<file path="src/rtl/segment_grid_crossings_defines.svh">
// Assertion macros for the segment grid crossings block.
// Included by the RTL files that carry concurrent checks; needs clk_i and rst_ni in scope.
`ifndef SEGMENT_GRID_CROSSINGS_DEFINES_SVH
`define SEGMENT_GRID_CROSSINGS_DEFINES_SVH
`ifndef SYNTHESIS
`define SGC_ASSERT(lbl, prop, msg) \
  lbl: assert property (@(posedge clk_i) disable iff (!rst_ni) prop) else $error(msg);
`define SGC_ASSERT_NEXT(lbl, ante, cons, msg) \
  lbl: assert property (@(posedge clk_i) disable iff (!rst_ni) (ante) |=> (cons)) \
    else $error(msg);
`else
`define SGC_ASSERT(lbl, prop, msg)
`define SGC_ASSERT_NEXT(lbl, ante, cons, msg)
`endif
`endif

</file>
<file path="src/rtl/sgc_pkg.sv">
// Package for the segment grid crossings block: widths, limits and the
// request/response types of the shared multiply/divide unit. No dependencies.
`timescale 1ns / 1ps
`default_nettype none
package sgc_pkg;
  localparam int INT_BITS  = 10;
  localparam int FRAC_BITS = 14;
  localparam int MAX_SPAN  = 32;
  localparam int CW        = INT_BITS + FRAC_BITS;
  localparam int PW        = 2 * CW;
  localparam int LW        = INT_BITS + 1;
  localparam int KW        = $clog2(MAX_SPAN + 1);
  localparam int SW        = $clog2(CW);

  typedef struct packed {
    logic          start;
    logic          div;
    logic [CW-1:0] a;
    logic [CW-1:0] b;
    logic [CW-1:0] den;
  } unit_req_t;

  typedef struct packed {
    logic          done;
    logic [PW-1:0] prod;
    logic [CW-1:0] quo;
    logic          rem_nz;
  } unit_rsp_t;
endpackage
`default_nettype wire

</file>
<file path="src/rtl/sgc_unit.sv">
// Shared arithmetic unit: one 24x24 multiply, optionally followed by a
// restoring divide of the product, one quotient bit per cycle. Uses sgc_pkg.
`timescale 1ns / 1ps
`default_nettype none
module sgc_unit (
  input  logic               clk_i,
  input  logic               rst_ni,
  input  sgc_pkg::unit_req_t req_i,
  output sgc_pkg::unit_rsp_t rsp_o
);
  import sgc_pkg::*;

  typedef enum logic [2:0] {
    U_IDLE = 3'b001,
    U_MUL  = 3'b010,
    U_DIV  = 3'b100
  } ustate_e;

  ustate_e       state_q;
  logic          div_q, done_q;
  logic [CW-1:0] a_q, b_q, den_q, rem_q, low_q;
  logic [SW-1:0] cnt_q;
  logic [PW-1:0] prod;
  logic [CW:0]   trial;
  logic          ge;

  assign prod  = a_q * b_q;
  assign trial = {rem_q, low_q[CW-1]};
  assign ge    = trial >= {1'b0, den_q};

  always_ff @(posedge clk_i or negedge rst_ni) begin
    if (!rst_ni) begin
      state_q <= U_IDLE;
      done_q  <= 1'b0;
      cnt_q   <= '0;
    end else begin
      done_q <= (state_q == U_MUL && !div_q) ||
                (state_q == U_DIV && cnt_q == SW'(CW - 1));
      unique case (state_q)
        U_IDLE: begin
          if (req_i.start) begin
            a_q     <= req_i.a;
            b_q     <= req_i.b;
            den_q   <= req_i.den;
            div_q   <= req_i.div;
            state_q <= U_MUL;
          end
        end
        U_MUL: begin
          rem_q <= prod[PW-1:CW];
          low_q <= prod[CW-1:0];
          cnt_q <= '0;
          if (div_q) begin
            state_q <= U_DIV;
          end else begin
            state_q <= U_IDLE;
          end
        end
        U_DIV: begin
          // remainder stays below den, so the high half fits CW bits
          rem_q <= ge ? CW'(trial - {1'b0, den_q}) : trial[CW-1:0];
          low_q <= {low_q[CW-2:0], ge};
          cnt_q <= cnt_q + 1'b1;
          if (cnt_q == SW'(CW - 1)) begin
            state_q <= U_IDLE;
          end
        end
        default: state_q <= U_IDLE;
      endcase
    end
  end

  assign rsp_o.done   = done_q;
  assign rsp_o.prod   = {rem_q, low_q};
  assign rsp_o.quo    = low_q;
  assign rsp_o.rem_nz = |rem_q;
endmodule
`default_nettype wire

</file>
<file path="src/rtl/segment_grid_crossings.sv">
// Segment grid crossings: top level, sequencer and result buffer.
// Depends on sgc_pkg, sgc_unit and segment_grid_crossings_defines.svh.
//
// Usage: drive ax_i, ay_i, bx_i, by_i (unsigned Q10.14) with start_i; the
// segment is taken at a clock edge where start_i is high and busy_o is low.
// busy_o stays high until the last result of that segment has been issued.
// Results come out one per strobe on res_valid_o, each for one cycle, in order
// of travel from a to b; last_o marks the final one. A segment with no
// crossing gives one result with valid_res_o low; one spanning too many grid
// lines gives one result with too_long_o high.
// Flow: each crossing runs through the shared multiply/divide unit as a
// multiply-divide of 24 restoring steps; when a vertical and a horizontal
// candidate must be ordered, two plain multiplies first form the two cross
// products. A segment has at most 32 vertical and 32 horizontal crossings.
// Reset clears the sequencer; no result is pending afterwards. The receiver
// cannot stall: each result is taken in the cycle it is shown.
`timescale 1ns / 1ps
`default_nettype none
`include "segment_grid_crossings_defines.svh"
module segment_grid_crossings (
  input  logic                   clk_i,
  input  logic                   rst_ni,
  input  logic                   start_i,
  output logic                   busy_o,
  input  logic [sgc_pkg::CW-1:0] ax_i,
  input  logic [sgc_pkg::CW-1:0] ay_i,
  input  logic [sgc_pkg::CW-1:0] bx_i,
  input  logic [sgc_pkg::CW-1:0] by_i,
  output logic                   res_valid_o,
  output logic [sgc_pkg::CW-1:0] cross_x_o,
  output logic [sgc_pkg::CW-1:0] cross_y_o,
  output logic                   on_vertical_line_o,
  output logic                   valid_res_o,
  output logic                   too_long_o,
  output logic                   last_o
);
  import sgc_pkg::*;

  typedef enum logic [7:0] {
    S_IDLE   = 8'b0000_0001,
    S_PREP   = 8'b0000_0010,
    S_HSTART = 8'b0000_0100,
    S_HWAIT  = 8'b0000_1000,
    S_CHOOSE = 8'b0001_0000,
    S_CMP1   = 8'b0010_0000,
    S_CMP2   = 8'b0100_0000,
    S_VWAIT  = 8'b1000_0000
  } state_e;

  state_e        state_q, state_d;
  logic [CW-1:0] ax_q, ay_q, bx_q, by_q;
  logic [KW-1:0] kv_q, kh_q;
  logic          hav_q;
  logic [CW-1:0] hx_q;
  logic [PW-1:0] p1_q;
  logic          pend_vld_q, pend_vert_q;
  logic [CW-1:0] pend_x_q, pend_y_q;
  logic          res_valid_q, vert_q, vres_q, tl_q, last_q;
  logic [CW-1:0] res_x_q, res_y_q;

  unit_req_t     req;
  unit_rsp_t     rsp;

  logic          xinc, yinc;
  logic [CW-1:0] dx, dy, xlo, xhi, ylo, yhi;
  logic [LW-1:0] fx, lx, fy, ly, cv, ch, vline, hline;
  logic [CW-1:0] vx_cur, hy_cur, u_cur, v_cur, x_interp, y_interp;
  logic          vav, hrem, corner;
  logic          emit_en, emit_vert, fin, tl, kv_inc, kh_inc, hav_set, hav_clr, p1_ld;
  logic [CW-1:0] emit_x, emit_y;

  sgc_unit u_unit (
    .clk_i  (clk_i),
    .rst_ni (rst_ni),
    .req_i  (req),
    .rsp_o  (rsp)
  );

  assign xinc = ax_q < bx_q;
  assign yinc = ay_q < by_q;
  assign xlo  = xinc ? ax_q : bx_q;
  assign xhi  = xinc ? bx_q : ax_q;
  assign ylo  = yinc ? ay_q : by_q;
  assign yhi  = yinc ? by_q : ay_q;
  assign dx   = xhi - xlo;
  assign dy   = yhi - ylo;

  // grid lines strictly between the endpoints
  assign fx = LW'(xlo >> FRAC_BITS) + 1'b1;
  assign lx = LW'((xhi - 1'b1) >> FRAC_BITS);
  assign fy = LW'(ylo >> FRAC_BITS) + 1'b1;
  assign ly = LW'((yhi - 1'b1) >> FRAC_BITS);
  assign cv = (dx != '0 && lx >= fx) ? LW'(lx - fx + 1'b1) : '0;
  assign ch = (dy != '0 && ly >= fy) ? LW'(ly - fy + 1'b1) : '0;

  assign vline  = xinc ? LW'(fx + LW'(kv_q)) : LW'(lx - LW'(kv_q));
  assign hline  = yinc ? LW'(fy + LW'(kh_q)) : LW'(ly - LW'(kh_q));
  assign vx_cur = {vline[INT_BITS-1:0], {FRAC_BITS{1'b0}}};
  assign hy_cur = {hline[INT_BITS-1:0], {FRAC_BITS{1'b0}}};
  assign u_cur  = (vx_cur > ax_q) ? vx_cur - ax_q : ax_q - vx_cur;
  assign v_cur  = (hy_cur > ay_q) ? hy_cur - ay_q : ay_q - hy_cur;

  // floored interpolation from the unit's quotient and remainder
  assign x_interp = xinc ? ax_q + rsp.quo : ax_q - rsp.quo - CW'(rsp.rem_nz);
  assign y_interp = yinc ? ay_q + rsp.quo : ay_q - rsp.quo - CW'(rsp.rem_nz);

  assign vav    = LW'(kv_q) < cv;
  assign hrem   = LW'(kh_q) < ch;
  // corner: already covered by the vertical crossing
  assign corner = !rsp.rem_nz && x_interp[FRAC_BITS-1:0] == '0 && dx != '0;

  always_comb begin
    state_d   = state_q;
    req       = '0;
    emit_en   = 1'b0;
    emit_vert = 1'b0;
    emit_x    = hx_q;
    emit_y    = hy_cur;
    fin       = 1'b0;
    tl        = 1'b0;
    kv_inc    = 1'b0;
    kh_inc    = 1'b0;
    hav_set   = 1'b0;
    hav_clr   = 1'b0;
    p1_ld     = 1'b0;
    unique case (state_q)
      S_IDLE: begin
        if (start_i) state_d = S_PREP;
      end
      S_PREP: begin
        if (cv > LW'(MAX_SPAN) || ch > LW'(MAX_SPAN)) begin
          tl      = 1'b1;
          state_d = S_IDLE;
        end else begin
          state_d = S_HSTART;
        end
      end
      S_HSTART: begin
        if (hrem) begin
          req.start = 1'b1;
          req.div   = 1'b1;
          req.a     = dx;
          req.b     = v_cur;
          req.den   = dy;
          state_d   = S_HWAIT;
        end else begin
          state_d = S_CHOOSE;
        end
      end
      S_HWAIT: begin
        if (rsp.done) begin
          if (corner) begin
            kh_inc  = 1'b1;
            state_d = S_HSTART;
          end else begin
            hav_set = 1'b1;
            state_d = S_CHOOSE;
          end
        end
      end
      S_CHOOSE: begin
        priority if (vav && hav_q) begin
          req.start = 1'b1;
          req.a     = u_cur;
          req.b     = dy;
          state_d   = S_CMP1;
        end else if (vav) begin
          req.start = 1'b1;
          req.div   = 1'b1;
          req.a     = dy;
          req.b     = u_cur;
          req.den   = dx;
          state_d   = S_VWAIT;
        end else if (hav_q) begin
          emit_en = 1'b1;
          kh_inc  = 1'b1;
          hav_clr = 1'b1;
          state_d = S_HSTART;
        end else begin
          fin     = 1'b1;
          state_d = S_IDLE;
        end
      end
      S_CMP1: begin
        if (rsp.done) begin
          p1_ld     = 1'b1;
          req.start = 1'b1;
          req.a     = v_cur;
          req.b     = dx;
          state_d   = S_CMP2;
        end
      end
      S_CMP2: begin
        if (rsp.done) begin
          if (p1_q <= rsp.prod) begin
            req.start = 1'b1;
            req.div   = 1'b1;
            req.a     = dy;
            req.b     = u_cur;
            req.den   = dx;
            state_d   = S_VWAIT;
          end else begin
            emit_en = 1'b1;
            kh_inc  = 1'b1;
            hav_clr = 1'b1;
            state_d = S_HSTART;
          end
        end
      end
      S_VWAIT: begin
        if (rsp.done) begin
          emit_en   = 1'b1;
          emit_vert = 1'b1;
          emit_x    = vx_cur;
          emit_y    = y_interp;
          kv_inc    = 1'b1;
          state_d   = S_CHOOSE;
        end
      end
      default: state_d = S_IDLE;
    endcase
  end

  always_ff @(posedge clk_i or negedge rst_ni) begin
    if (!rst_ni) begin
      state_q     <= S_IDLE;
      kv_q        <= '0;
      kh_q        <= '0;
      hav_q       <= 1'b0;
      pend_vld_q  <= 1'b0;
      res_valid_q <= 1'b0;
    end else begin
      state_q     <= state_d;
      res_valid_q <= tl || fin || (emit_en && pend_vld_q);
      if (state_q == S_IDLE && start_i) begin
        ax_q       <= ax_i;
        ay_q       <= ay_i;
        bx_q       <= bx_i;
        by_q       <= by_i;
        kv_q       <= '0;
        kh_q       <= '0;
        hav_q      <= 1'b0;
        pend_vld_q <= 1'b0;
      end
      if (kv_inc) kv_q <= kv_q + 1'b1;
      if (kh_inc) kh_q <= kh_q + 1'b1;
      if (hav_set) begin
        hav_q <= 1'b1;
        hx_q  <= x_interp;
      end
      if (hav_clr) hav_q <= 1'b0;
      if (p1_ld) p1_q <= rsp.prod;
      if (tl) begin
        res_x_q     <= '0;
        res_y_q     <= '0;
        vert_q      <= 1'b0;
        vres_q      <= 1'b0;
        tl_q        <= 1'b1;
        last_q      <= 1'b1;
      end
      // hold one crossing back so the final one can carry last
      if (emit_en) begin
        if (pend_vld_q) begin
          res_x_q     <= pend_x_q;
          res_y_q     <= pend_y_q;
          vert_q      <= pend_vert_q;
          vres_q      <= 1'b1;
          tl_q        <= 1'b0;
          last_q      <= 1'b0;
        end
        pend_vld_q  <= 1'b1;
        pend_x_q    <= emit_x;
        pend_y_q    <= emit_y;
        pend_vert_q <= emit_vert;
      end
      if (fin) begin
        res_x_q     <= pend_vld_q ? pend_x_q : '0;
        res_y_q     <= pend_vld_q ? pend_y_q : '0;
        vert_q      <= pend_vld_q & pend_vert_q;
        vres_q      <= pend_vld_q;
        tl_q        <= 1'b0;
        last_q      <= 1'b1;
        pend_vld_q  <= 1'b0;
      end
    end
  end

  assign busy_o             = state_q != S_IDLE;
  assign res_valid_o        = res_valid_q;
  assign cross_x_o          = res_x_q;
  assign cross_y_o          = res_y_q;
  assign on_vertical_line_o = vert_q;
  assign valid_res_o        = vres_q;
  assign too_long_o         = tl_q;
  assign last_o             = last_q;

  `SGC_ASSERT(a_tl_excl, res_valid_o |-> !(valid_res_o && too_long_o), "too_long with valid")
  `SGC_ASSERT(a_tl_last, (res_valid_o && too_long_o) |-> last_o, "too_long result not last")
  `SGC_ASSERT_NEXT(a_start_busy, start_i && !busy_o, busy_o, "accepted segment not busy")
  `SGC_ASSERT(a_done_wait, rsp.done |-> |(state_q & (S_HWAIT|S_CMP1|S_CMP2|S_VWAIT)), "stray done")
  `SGC_ASSERT_NEXT(a_last_idle, res_valid_o && last_o, !res_valid_o, "result after last")
endmodule
`default_nettype wire
</file>
<file path="config.mk">
export PLATFORM = sky130hd
export DESIGN_NAME = segment_grid_crossings
export DESIGN_NICKNAME = d
export VERILOG_FILES = /design/src/rtl/sgc_pkg.sv /design/src/rtl/sgc_unit.sv /design/src/rtl/segment_grid_crossings.sv
export VERILOG_INCLUDE_DIRS = /design/src /design/src/rtl
export SDC_FILE = /design/constraint.sdc
export NUM_CORES = 2
export LEC_CHECK = 0
export BUFFER_PORTS_ARGS = -buffer_cell sky130_fd_sc_hd__buf_2
export CAP_MARGIN = 20
export CELL_PAD_IN_SITES_DETAIL_PLACEMENT = 1
export CELL_PAD_IN_SITES_GLOBAL_PLACEMENT = 1
export CORE_MARGIN = 3
export CORE_UTILIZATION = 52
export CTS_BUF_LIST = sky130_fd_sc_hd__clkbuf_8
export CTS_CLUSTER_DIAMETER = 150
export CTS_CLUSTER_SIZE = 40
export DETAILED_ROUTE_END_ITERATION = 16
export MAX_ROUTING_LAYER = met4
export PLACE_DENSITY_LB_ADDON = 0.1
export SYNTH_ARGS = -nofsm -noshare
export SYNTH_HDL_FRONTEND = slang
export SYNTH_SLANG_ARGS = --single-unit
</file>
<file path="constraint.sdc">
create_clock -name clk_i -period 14.87 [get_ports clk_i]
set_clock_uncertainty 0.15 [all_clocks]
set_input_delay 2.2305 -clock clk_i [delete_from_list [all_inputs] [get_ports clk_i]]
set_output_delay 2.2305 -clock clk_i [all_outputs]
set_load 0.03 [all_outputs]
</file>
Word level (Yosys, flattened, before mapping)
Cells that the tools add are included.

word-level totals
  register bits after elaboration = 422
  bits of input ports = 99
  output and inout bits = 54
  logic and storage cells = 230

cells by class
  $add $sub $neg = 28
  multiply operators = 1
  $lt $le $gt $ge = 12
  equality and inequality tests = 20
  mux-type cells = 104
  bitwise gates (word level) = 1
  reductions and logical operators = 33

operator list
  operator                                             number
  2-to-1 mux 24 bit                                    24
  2-to-1 mux 74 bit                                    4
  subtractor 24 bit                                    9
  case mux 48 bit (4 select lines)                     1
  2-to-1 mux 48 bit                                    2
  case mux 24 bit (2 select lines)                     2
  case mux 24 bit (3 select lines)                     1
  2-to-1 mux 8 bit                                     8
  case mux 8 bit (8 select lines)                      1
  adder 24 bit                                         2
  > comparator 24 bit                                  2
  <= comparator 48 bit                                 1
  less-than comparator 24 bit                          2
  multiplier 24 x 24 -> 48 bit                         1
  nonzero test 24 bit                                  2
  subtractor 24 x 1 -> 24 bit                          2
  subtractor 24 x 1 -> 24 bit, second input constant   2
  2-to-1 mux 1 bit                                     40
  greater-or-equal comparator 25 x 24 -> 1 bit         1
  OR reduction 24 bit                                  1
  adder 10 x 1 -> 11 bit, second input constant        2
  adder 11 x 1 -> 11 bit, second input constant        2
  greater-or-equal comparator 10 x 11 -> 1 bit         2
  > comparator 11 x 6 -> 1 bit, second input constant  2
  41 further kinds                                     83

Longest topological paths before layout
  depth after elaboration = 14
  mapped depth = 44
  gate-level depth less buffers = 36

Modules after synthesis
Synthesis repeated with hierarchy kept, for this count alone.

unflattened totals
  cell total of the unflattened synthesis = 6,301
  area, all modules = 55,466.9 um^2

by module, submodules not included
  module                  times used  cells each  area each (um^2)  sequential area each (um^2)
  segment_grid_crossings  1           3,584       30,108.9          8,654.6
  sgc_unit                1           2,717       25,358.1          3,860.0

Least setup slack after synthesis
Ideal clock, no wire load.

  path type = register to register
  start = reg ay_q[23]
  end = reg u_unit.a_q[0] (enable)
  library setup time = 439 ps
  arrival time = 10,254 ps
  required time = 14,281 ps
  slack = 4,027 ps
  cell stages (with the launch flop) = 40
  buffers on the path = 10
  clock period less this slack = 10,843 ps
  cell sequence = edfxtp_1 -> ha_1 -> buf_2 -> nand4_1 -> or3_1 -> clkbuf_1 -> a31o_2 -> buf_2 -> nand2_1 -> clkbuf_1 -> clkbuf_1 -> buf_1 -> buf_1 -> clkbuf_1 -> clkbuf_1 -> a21oi_1 -> ha_1 -> o21ai_0 -> [... 4 more ...] -> and4b_1 -> clkbuf_1 -> a21oi_1 -> a311oi_1 -> a211oi_1 -> a211oi_1 -> nor2_1 -> a41oi_1 -> nand2b_1 -> ha_1 -> a21o_1 -> a211oi_1 -> and3_1 -> o21ai_0 -> a21oi_1 -> o21ai_0 -> a311oi_1 -> and2_1

on the way
  longest elaborated chain between the ends = 10
  elaborated cells between the ends (all ways) = 16
  classes of those cells = 5 x add/sub; 3 x order compare; 5 x mux; 3 x reduce/logical

RTL lines
  item                                                         RTL line                                                    source
  start, declared                                              segment_grid_crossings.sv:51                                logic [CW-1:0] ax_q, ay_q, bx_q, by_q;
  start signal, assigned                                       segment_grid_crossings.sv:237                               ay_q <= ay_i;
  less-than comparator 24 bit                                  segment_grid_crossings.sv:80                                assign yinc = ay_q < by_q;
  2-to-1 mux 24 bit (on tied branches)                         segment_grid_crossings.sv:84, segment_grid_crossings.sv:83
  subtractor 24 x 1 -> 24 bit (tied with other cells)          segment_grid_crossings.sv:92                                assign ly = LW'((yhi - 1'b1) >> FRAC_BITS);
  subtractor 10 x 11 -> 11 bit (tied with other cells)         segment_grid_crossings.sv:94                                assign ch = (dy != '0 && ly >= fy) ? LW'(ly - fy + 1'b1) : '0;
  adder 11 x 1 -> 11 bit or logical AND 1 bit (tied branches)  segment_grid_crossings.sv:94
  2-to-1 mux 11 bit *                                          segment_grid_crossings.sv:94
  less-than comparator 6 x 11 -> 1 bit *                       segment_grid_crossings.sv:108                               assign hrem = LW'(kh_q) < ch;
  2-to-1 mux 74 bit *                                          segment_grid_crossings.sv:139                               if (hrem) begin
  case mux 1 bit (4 select lines) *                            segment_grid_crossings.sv:126                               unique case (state_q)
  AND reduction 3 bit (no line) *                              n/a
  end signal, assigned                                         sgc_unit.sv:42                                              a_q <= req_i.a;
  end, declared                                                sgc_unit.sv:21                                              logic [CW-1:0] a_q, b_q, den_q, rem_q, low_q;

Every way passes the cells marked *; elsewhere a longest branch is shown, timed or not.
A chain may end at the register's enable or synchronous reset.

Worst setup path in the final report
  start = reg ay_q[8]
  end = reg u_unit.den_q[20] (enable)

on the way
  longest elaborated chain between the ends = 10
  elaborated cells between the ends (all ways) = 16
  classes of those cells = 5 x add/sub; 3 x order compare; 5 x mux; 3 x reduce/logical

RTL lines
  item                                                         RTL line                                                    source
  less-than comparator 24 bit                                  segment_grid_crossings.sv:80
  2-to-1 mux 24 bit (on tied branches)                         segment_grid_crossings.sv:84, segment_grid_crossings.sv:83
  subtractor 24 x 1 -> 24 bit (tied with other cells)          segment_grid_crossings.sv:92
  subtractor 10 x 11 -> 11 bit (tied with other cells)         segment_grid_crossings.sv:94
  adder 11 x 1 -> 11 bit or logical AND 1 bit (tied branches)  segment_grid_crossings.sv:94
  2-to-1 mux 11 bit *                                          segment_grid_crossings.sv:94
  less-than comparator 6 x 11 -> 1 bit *                       segment_grid_crossings.sv:108
  2-to-1 mux 74 bit *                                          segment_grid_crossings.sv:139
  case mux 1 bit (4 select lines) *                            segment_grid_crossings.sv:126
  AND reduction 3 bit (no line) *                              n/a
  end signal, assigned                                         sgc_unit.sv:44                                              den_q <= req_i.den;
  end, declared                                                sgc_unit.sv:21

Marked as above.

==> impl_metrics.env <==
export IMPL_dp_cells=7357
export IMPL_met1Wirelength_mm=80.7
export IMPL_layout_filler_cells=12000
export IMPL_post_cts_resized=0
export IMPL_dr_max_layer_used="met4"
export IMPL_initial_utilization_pct=52.7
export IMPL_synthToLayoutAreaGrowth_pct=4.94
export IMPL_internal_power_mw=4.48
export IMPL_ioPinCount=153
export IMPL_dr_wl_met3_mm=10.3
export IMPL_drt_pass1_iter_count=7
export IMPL_worst_r2r_path_depth=33
export IMPL_slew_violations=0
export IMPL_syn_area_um2=53900
export IMPL_fin_tns_setup_ns=0
export IMPL_global_route_wire_length_before_repair_mm=292
export IMPL_mostFrequentLayoutCell="sky130_fd_sc_hd__inv_1"
export IMPL_worst_ep_arrival_time_ns=11.80
export IMPL_slew_limit_headroom_pct=23.2
export IMPL_clkLatencyLatePin_ns=0.71
export IMPL_rrSetupSlack_ns=3.28
export IMPL_critical_path_required_ns=15.08
export IMPL_hold_buffers=0
export IMPL_remaining_drc_errors=0
export IMPL_globalRouteTotalUtil_pct=36.3
export IMPL_clk_tree_root_cell="sky130_fd_sc_hd__clkbuf_8"
export IMPL_gp_routability_congestion=0.968
export IMPL_fp_row_count=117
export IMPL_areal_power_density_over_the_cells_nw_per_um2=166
export IMPL_dr_first_iter_drc_count=3435
export IMPL_met2_wirelength_mm=91.8
export IMPL_cts_tree="done"
export IMPL_worstHoldPathType="register to register"
export IMPL_number_of_setup_buffers_added_after_cts=0
export IMPL_die_area_um2=108000
export IMPL_multiInputGateArea_um2=37100
export IMPL_grt_pass1_vias=48100
export IMPL_timing_hold_worst_start="u_unit.state_q[1]"
export IMPL_ir_worst_vdd_mv=0.134
export IMPL_wirelength_mm=190
export IMPL_setup_violations_final=0
export IMPL_avgRoutedWirePerCell_um=25.7
export IMPL_syn_nets=7132
export IMPL_synth_enable_flop_cells=390
export IMPL_critPathCaptureType="register"
export IMPL_die_height_um=328
export IMPL_yosys_cell_types=99
export IMPL_power_static_leakage_nw=26.4
export IMPL_avgViaCountPerCell=6.12
export IMPL_cts_sinks=422
export IMPL_number_of_antenna_violations_at_the_first_check_in_global_routing=10
export IMPL_timing_final_crit_share_pct=77.9
export IMPL_netlist_top_cells_area="sky130_fd_sc_hd__edfxtp_1 (22%), sky130_fd_sc_hd__fa_1 (19%), sky130_fd_sc_hd__ha_1 (13%), sky130_fd_sc_hd__inv_1 (6.2%), sky130_fd_sc_hd__nand2_1 (4.9%)"
export IMPL_setup_worst_path_class="register to register"
export IMPL_dp_hpwl_mm=152
export IMPL_timing_worst_slew_pin_value_ns=1.15
export IMPL_power_net_switching_mw=4.90
export IMPL_post_synth_top_area_fraction_pct=21.7
export IMPL_grt_max_degree=69
export IMPL_seqCellArea_um2=12500
export IMPL_power_share_sequential_pct=18.1
export IMPL_ys_seq_area_share_pct=23.2
export IMPL_cts_clk_slew_worst_paths_ns=0.24
export IMPL_final_instance_count_excl_fill=7389
export IMPL_postSynthRegisterBits=422
export IMPL_async_flop_share_pct=7.58
export IMPL_routed_via_count=45200
export IMPL_die_width_um=328
export IMPL_layout_drive_gt1_share_pct=6.47
export IMPL_mostFrequentLayoutCells="sky130_fd_sc_hd__inv_1 (890), sky130_fd_sc_hd__nand2_1 (700), sky130_fd_sc_hd__ha_1 (551)"
export IMPL_max_stage_delay_ns=0.75
export IMPL_synth_area_leader_cell="sky130_fd_sc_hd__edfxtp_1"
export IMPL_worst_setup_path_start_kind="register"
export IMPL_drv_max_cap_violation_count=0
export IMPL_critical_path_slowest_cell="sky130_fd_sc_hd__and2_2"
export IMPL_synthesized_netlist_cell_count=5977
export IMPL_num_nets_final=7162
export IMPL_worst_r2r_startpoint="ay_q[8]"
export IMPL_core_region_area_um2=102000
export IMPL_max_clock_freq_mhz=86.3
export IMPL_worst_r2r_endpoint="u_unit.den_q[20]"
export IMPL_status="completed"
export IMPL_drtAntennaViolNets=0
export IMPL_postSynth_topFlopCell="sky130_fd_sc_hd__edfxtp_1"
export IMPL_global_route_overflow_total=0
export IMPL_port_buffers=152
export IMPL_share_comb_of_total_power_pct=76.4
export IMPL_htreeDepth=1
export IMPL_holdPathStages=1
export IMPL_pwr_share_clk_pct=5.5
export IMPL_grt_setup_unrepaired="no"
export IMPL_synth_warning_count=0
export IMPL_power_share_switching_pct=52.3
export IMPL_min_period_ns=11.59
export IMPL_hold_end="u_unit.state_q[1]"
export IMPL_cts_made_buffers=15
export IMPL_cp_max_fo=61
export IMPL_syn_area_per_cell_um2=9.03
export IMPL_timing_final_hold_violations=0
export IMPL_max_clock_path_buffers=3
==> stage by stage <==
step	total power [mW]	utilization, %	hold slack, ns	cell area (um2)	setup WS (ns)
floorplan	6.70	-	0.296	53900	4.03
global placement	8.53	54.9	0.333	56200	3.88
detailed placement	8.77	55.0	0.347	56300	3.59
CTS	9.35	55.3	0.373	56600	3.44
global route	10.2	55.3	0.413	56600	2.15
finish	9.38	55.3	0.382	56600	3.28
==> cells in the mapped netlist, drive strengths merged (14+ instances only) <==
library cell / number
a21oi: 305
o22ai: 43
xnor2: 209
ha: 551
edfxtp: 390
o21a: 36
a32o: 57
a32oi: 20
nor2: 286
buf: 79
nand3: 101
o31ai: 31
o21ai: 264
nor4: 36
nand2: 703
nor3: 102
nand2b: 46
fa: 505
mux2i: 37
nand4: 36
inv: 886
a211oi: 42
clkbuf: 170
or2: 27
or3: 45
mux2: 17
nor2b: 50
a21boi: 30
o221ai: 24
and2: 244
a31o: 15
o211ai: 32
a221o: 24
or4: 14
o21bai: 49
a21o: 98
a31oi: 39
and3: 28
dfrtp: 30
xor2: 82
==> critical path: cells and delay by family (launching register included) <==
kind	cells	cell delay (ns)
fa+ha+maj	3	1.14
compound gates	19	5.29
buf+inv	3	1.48
flops	1	0.60
simple gates	8	2.48
==> power by group through the flow <==
stage	logic, mW	registers (mW)	clock network (mW)
3_5_place_dp	7.05	1.72	0
6_report	7.17	1.70	0.519
4_1_cts	7.13	1.69	0.529
3_3_place_gp	6.81	1.72	0
2_1_floorplan	4.95	1.76	0
5_1_grt	7.96	1.71	0.557
==> layout make-up <==
cell class | count | area share (%)
Tap cell | 1368 | 3.02
Sequential cell | 422 | 22.1
Multi-Input combinational cell | 4417 | 65.5
Inverter | 888 | 5.89
Clock buffer | 16 | 0.389
Antenna cell | 6 | 0.0265
Clock inverter | 9 | 0.141
Timing Repair Buffer | 263 | 2.91
==> metal layers <==
metal	vias to the layer above	track usage, %
li1	20400	-
met1	23200	46.9
met2	1330	60.4
met3	323	3.66
met4	0	11.6
met5	-	-
==> registers in the layout, indices dropped and copies added, names as in the netlist, 6 cells and up <==
register      count
ax_q             24
state_q           8
cross_x_o        24
u_unit.rem_q     24
bx_q             24
u_unit.low_q     24
p1_q             48
pend_y_q         24
u_unit.b_q       24
cross_y_o        24
hx_q             24
u_unit.a_q       24
ay_q             24
pend_x_q         24
u_unit.den_q     24
kv_q              6
kh_q              6
by_q             24
==> worst max path at each step <==
stage,startpoint,to,slack [ns],cells after the start
finish,ay_q[8],u_unit.den_q[20],3.28,33
global route,ay_q[8],u_unit.den_q[14],2.15,33
CTS,ay_q[8],u_unit.a_q[20],3.44,33
detailed placement,ay_q[8],u_unit.den_q[17],3.59,33
global placement,ay_q[11],u_unit.den_q[13],3.88,33
floorplan,ay_q[23],u_unit.a_q[0],4.03,39
==> cells by family (layout without fill, tap and decap cells) <==
kind of cell    count (synthesis)  count (layout)  share of synthesized area (%)
compound gates               1251            1251                           15.6
other cells                     0               6                              0
xor+xnor                      291             291                           4.72
flops                         422             422                           23.2
mux                            54              54                           1.04
buf+inv                      1138            1176                           8.23
simple gates                 1765            1765                           15.7
fa+ha+maj                    1056            1056                           31.5
(Power assumes the default switching activity.)
